[config.mk]
export PLATFORM = sky130hd
export DESIGN_NAME = hisc_front
export DESIGN_NICKNAME = d
export VERILOG_FILES = /design/src/rtl/hisc_pkg.sv /design/src/rtl/hisc_front.sv
export SDC_FILE = /design/constraint.sdc
export NUM_CORES = 1
export LEC_CHECK = 0
export ABC_AREA = 0
export BUFFER_PORTS_ARGS = -buffer_cell sky130_fd_sc_hd__buf_4
export CAP_MARGIN = 25
export CORE_MARGIN = 2
export CORE_UTILIZATION = 39
export CTS_CLUSTER_DIAMETER = 50
export DETAILED_ROUTE_END_ITERATION = 8
export HOLD_SLACK_MARGIN = 0.1
export SLEW_MARGIN = 20
export SYNTH_ARGS = -nofsm -noshare
export SYNTH_HDL_FRONTEND = slang
export SYNTH_SLANG_ARGS = --single-unit
export TNS_END_PERCENT = 1
[constraint.sdc]
create_clock -name clock -period 7.2 [get_ports clock]
set_clock_uncertainty 0.2 [all_clocks]
set_input_delay 0 -clock clock [delete_from_list [all_inputs] [get_ports clock]]
set_output_delay 0 -clock clock [all_outputs]
set_load 0.02 [all_outputs]
[src/rtl/hisc_pkg.sv]
`default_nettype none
// ----------------------------------------------------------------------------
// hisc_pkg
// Shared types and constants for the homography inlier scoring core.
// ----------------------------------------------------------------------------
package hisc_pkg;

   localparam int MAX_MATCHES = 4096;
   localparam int CNT_CAP_INT = (MAX_MATCHES < 8191) ? MAX_MATCHES : 8191;
   localparam logic [12:0] CNT_CAP = 13'(CNT_CAP_INT);

   // 5.991 in Q.16
   localparam logic signed [25:0] CHI_SQ_Q16 = 26'sd392626;
   localparam logic [47:0] SAT48 = {48{1'b1}};
   localparam logic [55:0] DIFF_CLAMP = 56'd16777216;

   // register indexes on the csr port
   localparam logic [2:0] CSR_FWD_ROW0 = 3'd0;
   localparam logic [2:0] CSR_FWD_ROW1 = 3'd1;
   localparam logic [2:0] CSR_FWD_ROW2 = 3'd2;
   localparam logic [2:0] CSR_INV_ROW0 = 3'd3;
   localparam logic [2:0] CSR_INV_ROW1 = 3'd4;
   localparam logic [2:0] CSR_INV_ROW2 = 3'd5;
   localparam logic [2:0] CSR_SIGMA    = 3'd6;

   localparam logic [15:0] SIGMA_RESET = 16'd256;

   typedef struct packed {
      logic signed [23:0] first_x;
      logic signed [23:0] first_y;
      logic signed [23:0] second_x;
      logic signed [23:0] second_y;
      logic               final_pair;
   } item_type;

   typedef struct packed {
      logic [2:0][62:0] fwd;
      logic [2:0][62:0] inv;
      logic [15:0]      sigma;
   } cfg_type;

endpackage

`default_nettype wire

[src/rtl/hisc_front.sv]
`default_nettype none
// ----------------------------------------------------------------------------
// hisc_front
// Two-entry item queue between the request port and the compute sequencer.
// ----------------------------------------------------------------------------
module hisc_front (
   input  wire                      clock,
   input  wire                      reset,
   input  wire                      push,
   output logic                     full,
   input  wire hisc_pkg::item_type  push_item,
   output logic                     q_empty,
   input  wire                      q_pop,
   output hisc_pkg::item_type       q_item
);

   hisc_pkg::item_type slot_ff [2];
   logic       wr_ptr_ff;
   logic       rd_ptr_ff;
   logic [1:0] cnt_ff;
   logic       do_push;
   logic       do_pop;

   assign full    = (cnt_ff == 2'd2);
   assign q_empty = (cnt_ff == 2'd0);
   assign q_item  = slot_ff[rd_ptr_ff];
   assign do_push = push && !full;
   assign do_pop  = q_pop && !q_empty;

   always_ff @(posedge clock) begin
      if (do_push) begin
         slot_ff[wr_ptr_ff] <= push_item;
      end
      if (reset) begin
         wr_ptr_ff <= 1'b0;
         rd_ptr_ff <= 1'b0;
         cnt_ff    <= 2'd0;
      end else begin
         if (do_push) wr_ptr_ff <= !wr_ptr_ff;
         if (do_pop)  rd_ptr_ff <= !rd_ptr_ff;
         case ({do_push, do_pop})
            2'b10:   cnt_ff <= cnt_ff + 2'd1;
            2'b01:   cnt_ff <= cnt_ff - 2'd1;
            default: cnt_ff <= cnt_ff;
         endcase
      end
   end

endmodule

`default_nettype wire

==> results of run 1 <==
synth_stat cells, types with 2 or more instances:
cell type  number
nor2_1          4
or3_1           2
buf_2           7
inv_1           2
o21ai_0         2
xnor2_1         2
mux2_2         97
buf_6           3
edfxtp_1      194
dfxtp_1         5
a21oi_1         2
per-stage QoR:
step	area, sq um	cells	setup slack (ns)	utilization [%]
after detailed placement	8960	748	4.37	49.5
after global placement	8960	748	4.45	49.5
after floorplan	7220	328	3.69	-
kinds of logic after synthesis:
family,synth area share [%]
buffers and inverters,1.21
flip-flops,82.1
AO/OA/AOI/OAI,0.381
multiplexers,15.1
adder cells (fa/ha/maj),0.173
AND/OR/NAND/NOR,0.641
XOR/XNOR,0.364
==> out/summary.txt, run 1 <==
register area share after synthesis: 82.1%
post-CTS setup buffer count: 0
Fail Step: clock tree synthesis
CTS buffer count: 17
Post-synth EDFFs: 194
register bit total from synthesis: 199
status: aborted with a tool error
CTS Root Buffer Type: clkbuf_16
H-tree levels: 4
CTS hold repair buffers: 157
leading area contributor after synthesis: edfxtp_1
Mapped Cells: 328
Port-buffer cells: 199
Err: [ERROR RSZ-0060] Max buffer count reached.
Async SR Flop Fraction: 0%
number of I/O pins: 200
Post-Syn Area per Cell: 22.0 sq um
Yosys top cell area share: 80.7%
Placer Congestion: 0.702
main flop type after synthesis: edfxtp_1
Ys Warns: 0
chip height: 140 microns
CTS resizes: 0
Clock Tree Buf Depth: 2
post-synth net total: 430
Die Width: 140 microns
post-detail-place hpwl: 8920 microns
top post-synthesis cells by area: edfxtp_1, mux2_2, dfxtp_1
Syn Std Cell Area: 7220 sq um
Clock Sinks: 199
Starting Density: 39.9%
Netlist cell types: 19
# rows: 49
==> run 2: changes to the inputs <==
--- a/config.mk
+++ b/config.mk
@@ -9,10 +9,9 @@
 export BUFFER_PORTS_ARGS = -buffer_cell sky130_fd_sc_hd__buf_4
 export CAP_MARGIN = 25
 export CORE_MARGIN = 2
-export CORE_UTILIZATION = 39
-export CTS_CLUSTER_DIAMETER = 50
+export CORE_UTILIZATION = 24
 export DETAILED_ROUTE_END_ITERATION = 8
-export HOLD_SLACK_MARGIN = 0.1
+export PLACE_DENSITY_LB_ADDON = 0.15
 export SLEW_MARGIN = 20
 export SYNTH_ARGS = -nofsm -noshare
 export SYNTH_HDL_FRONTEND = slang
==> run 2 against run 1 <==
- the run now ends clean
- synthesized area unchanged
- synthesized cell count did not move
==> out/summary.txt, run 2 <==
fmax: 348 MHz
full die area: 31,500 sq um
register area share after synthesis: 82.1%
Switching Share: 31.9%
Layout area overhead: 49.3%
post-synth net total: 430
Placer Congestion: 0.663
hold depth: 2
crit end category: flip-flop
Clk network pwr share: 26.9%
# rows: 63
Final min period: 2.87 ns
drt drc: 0
core area: 29,600 sq um
Die Width: 177 microns
Crit Path Category: flip-flop to flip-flop
gr ovfl total: 0
Leak: 3.96 nW
Port-buffer cells: 199
Commonest cells post-synth: edfxtp_1, mux2_2, buf_2, dfxtp_1, nor2_1
largest net degree at the start of global routing: 61
CTS tree: done
Power, Total: 3.63 mW
Non-Filler Instances: 1,042
Vias: 4,064
first-pass GRT wire length: 23,600 microns
Starting Density: 24.4%
worst hold-check path type: input port to flip-flop
CP max FO: 50
biggest regs: slot_ff: 194 flops, cnt_ff: 2 flops
clock-pin slew on the worst setup and hold paths: 0.08 ns
number of I/O pins: 200
remaining antenna violation count: 0
CTS buffer count: 17
Internal Pwr Total: 2.47 mW
main flop type after synthesis: edfxtp_1
Slew Viols, Final: 0
WHS: 0.0956 ns
worst slew pin tran: 0.828 ns
Vias/cell: 3.90
fin area: 10,800 sq um
post-CTS setup buffer count: 0
Clock Sinks: 199
Comb power frac: 30.9%
Post-Syn Area per Cell: 22.0 sq um
Syn Std Cell Area: 7220 sq um
Ys Warns: 0
latest clock arrival within the worst-skew pair: 0.42 ns
DRT iter0 DRCs: 212
number of fillers in the final layout: 2,833
relative slew slack: 44.8%
cell family contributing the most delay on the critical path: buffers and inverters
register bit total from synthesis: 199
top post-synthesis cells by area: edfxtp_1, mux2_2, dfxtp_1
status: completed
Routed WL per cell: 15.3 microns
leading area contributor after synthesis: edfxtp_1
Largest Register: slot_ff
Req. time, crit path: 7.06 ns
CP Launch Type: flip-flop
Worst R2R Path Depth: 5
final setup fails: 0
most frequent cells in the layout: buf_4, edfxtp_1, dlygate4sd3_1
vias in the first global route: 4,321
total track usage: 9.98%
maximum vdd ir drop: 0.200 mV
chip height: 177 microns
WP buf/inv: 3
Initial DRT Pass Iterations: 4
pre-CTS setup slack: 4.29 ns
Hold Vio Cnt, Final: 0
switching pwr: 1.16 mW
Setup TNS: 0 ns
Layout Utilization: 36.4%
setup ws final: 4.33 ns
CTS Root Buffer Type: clkbuf_16
Largest register FFs: 194
fin nets: 741
cell count along the critical path: 5
Largest stage delay, worst path: 0.68 ns
layout cells sized above 1: 51.5%
Netlist cell types: 19
maxcap violations: 0
post-detail-place hpwl: 10,000 microns
Critical Path AT: 2.73 ns
ANT cells: 0
initial antenna violation count: 0
most common cell after layout, fill and taps aside: buf_4
Placed Area: 9160 sq um
H-tree levels: 4
cell with the most instances after synthesis: edfxtp_1
Final Cycle Share: 39.9%
DP Cell Count: 909
power per cell area: 336 nW/um^2
Slowest-stage cell, CP: buf_4
Total Wirelength: 16,000 microns
RSZ-0062 raised after global routing: no
worst-path cell chain: nand2b_2 -> inv_2 -> or3_1 -> inv_4 -> buf_4
Post-synth EDFFs: 194
Clock Tree Buf Depth: 2
Async SR Flop Fraction: 0%
Yosys top cell area share: 80.7%
Mapped Cells: 328
sequential fraction of design power: 42.3%
-- run 2: path summary, 6_finish.rpt --
kind	from	endpoint	slack, ns
setup reg to reg	cnt_ff[0]	slot_ff[0][26]	4.33
hold reg to reg	rd_ptr_ff	rd_ptr_ff	0.33
setup / recovery	cnt_ff[0]	slot_ff[0][26]	4.33
hold / removal	push_item[35]	slot_ff[1][35]	0.1
-- run 2: logic make-up after synthesis --
family	after synthesis	share of synthesized area [%]
XOR/XNOR	3	0.364
AND/OR/NAND/NOR	9	0.641
multiplexers	97	15.1
adder cells (fa/ha/maj)	1	0.173
flip-flops	199	82.1
AO/OA/AOI/OAI	5	0.381
buffers and inverters	14	1.21
-- run 2: layout make-up --
type                    count  area (sq um)  share of cell area, %
multi-input cells         115          1210                   11.2
clock inverters            15           186                   1.73
repair buffers            303          2530                   23.4
clock buffers              17           425                   3.95
well taps                 390           488                   4.53
inverters                   3          13.8                  0.128
flip-flops and latches    199          5930                   55.0
-- run 2: worst register-to-register path, cell delays in order (launching register included) --
cell,delay [ns]
dfxtp_1,0.42
nand2b_2,0.19
inv_2,0.04
or3_1,0.36
inv_4,0.50
buf_4,0.74
-- run 2: repair_timing --
item                                   4_1_cts  5_1_grt
hold buffers                               101        0
gates resized for setup                      0        0
endpoints found under the hold margin      199        0
-- run 2: power groups by stage --
stage          logic (mW)  registers, mW  clock network, mW
2_1_floorplan       0.682           1.53                  0
3_3_place_gp         1.09           1.56                  0
3_5_place_dp         1.09           1.56                  0
4_1_cts              1.14           1.54               1.01
5_1_grt              1.20           1.55               1.06
6_report             1.12           1.53              0.974
-- run 2: metal layers --
layer	track usage (%)	vias to the layer above	part of all wire, %
li1	-	1909	-
met1	12.6	2021	44
met2	16.4	125	48
met3	3.21	9	6.3
met4	2.80	0	0.85
met5	0	-	0
Note: power is estimated with default switching activity, not from simulation.
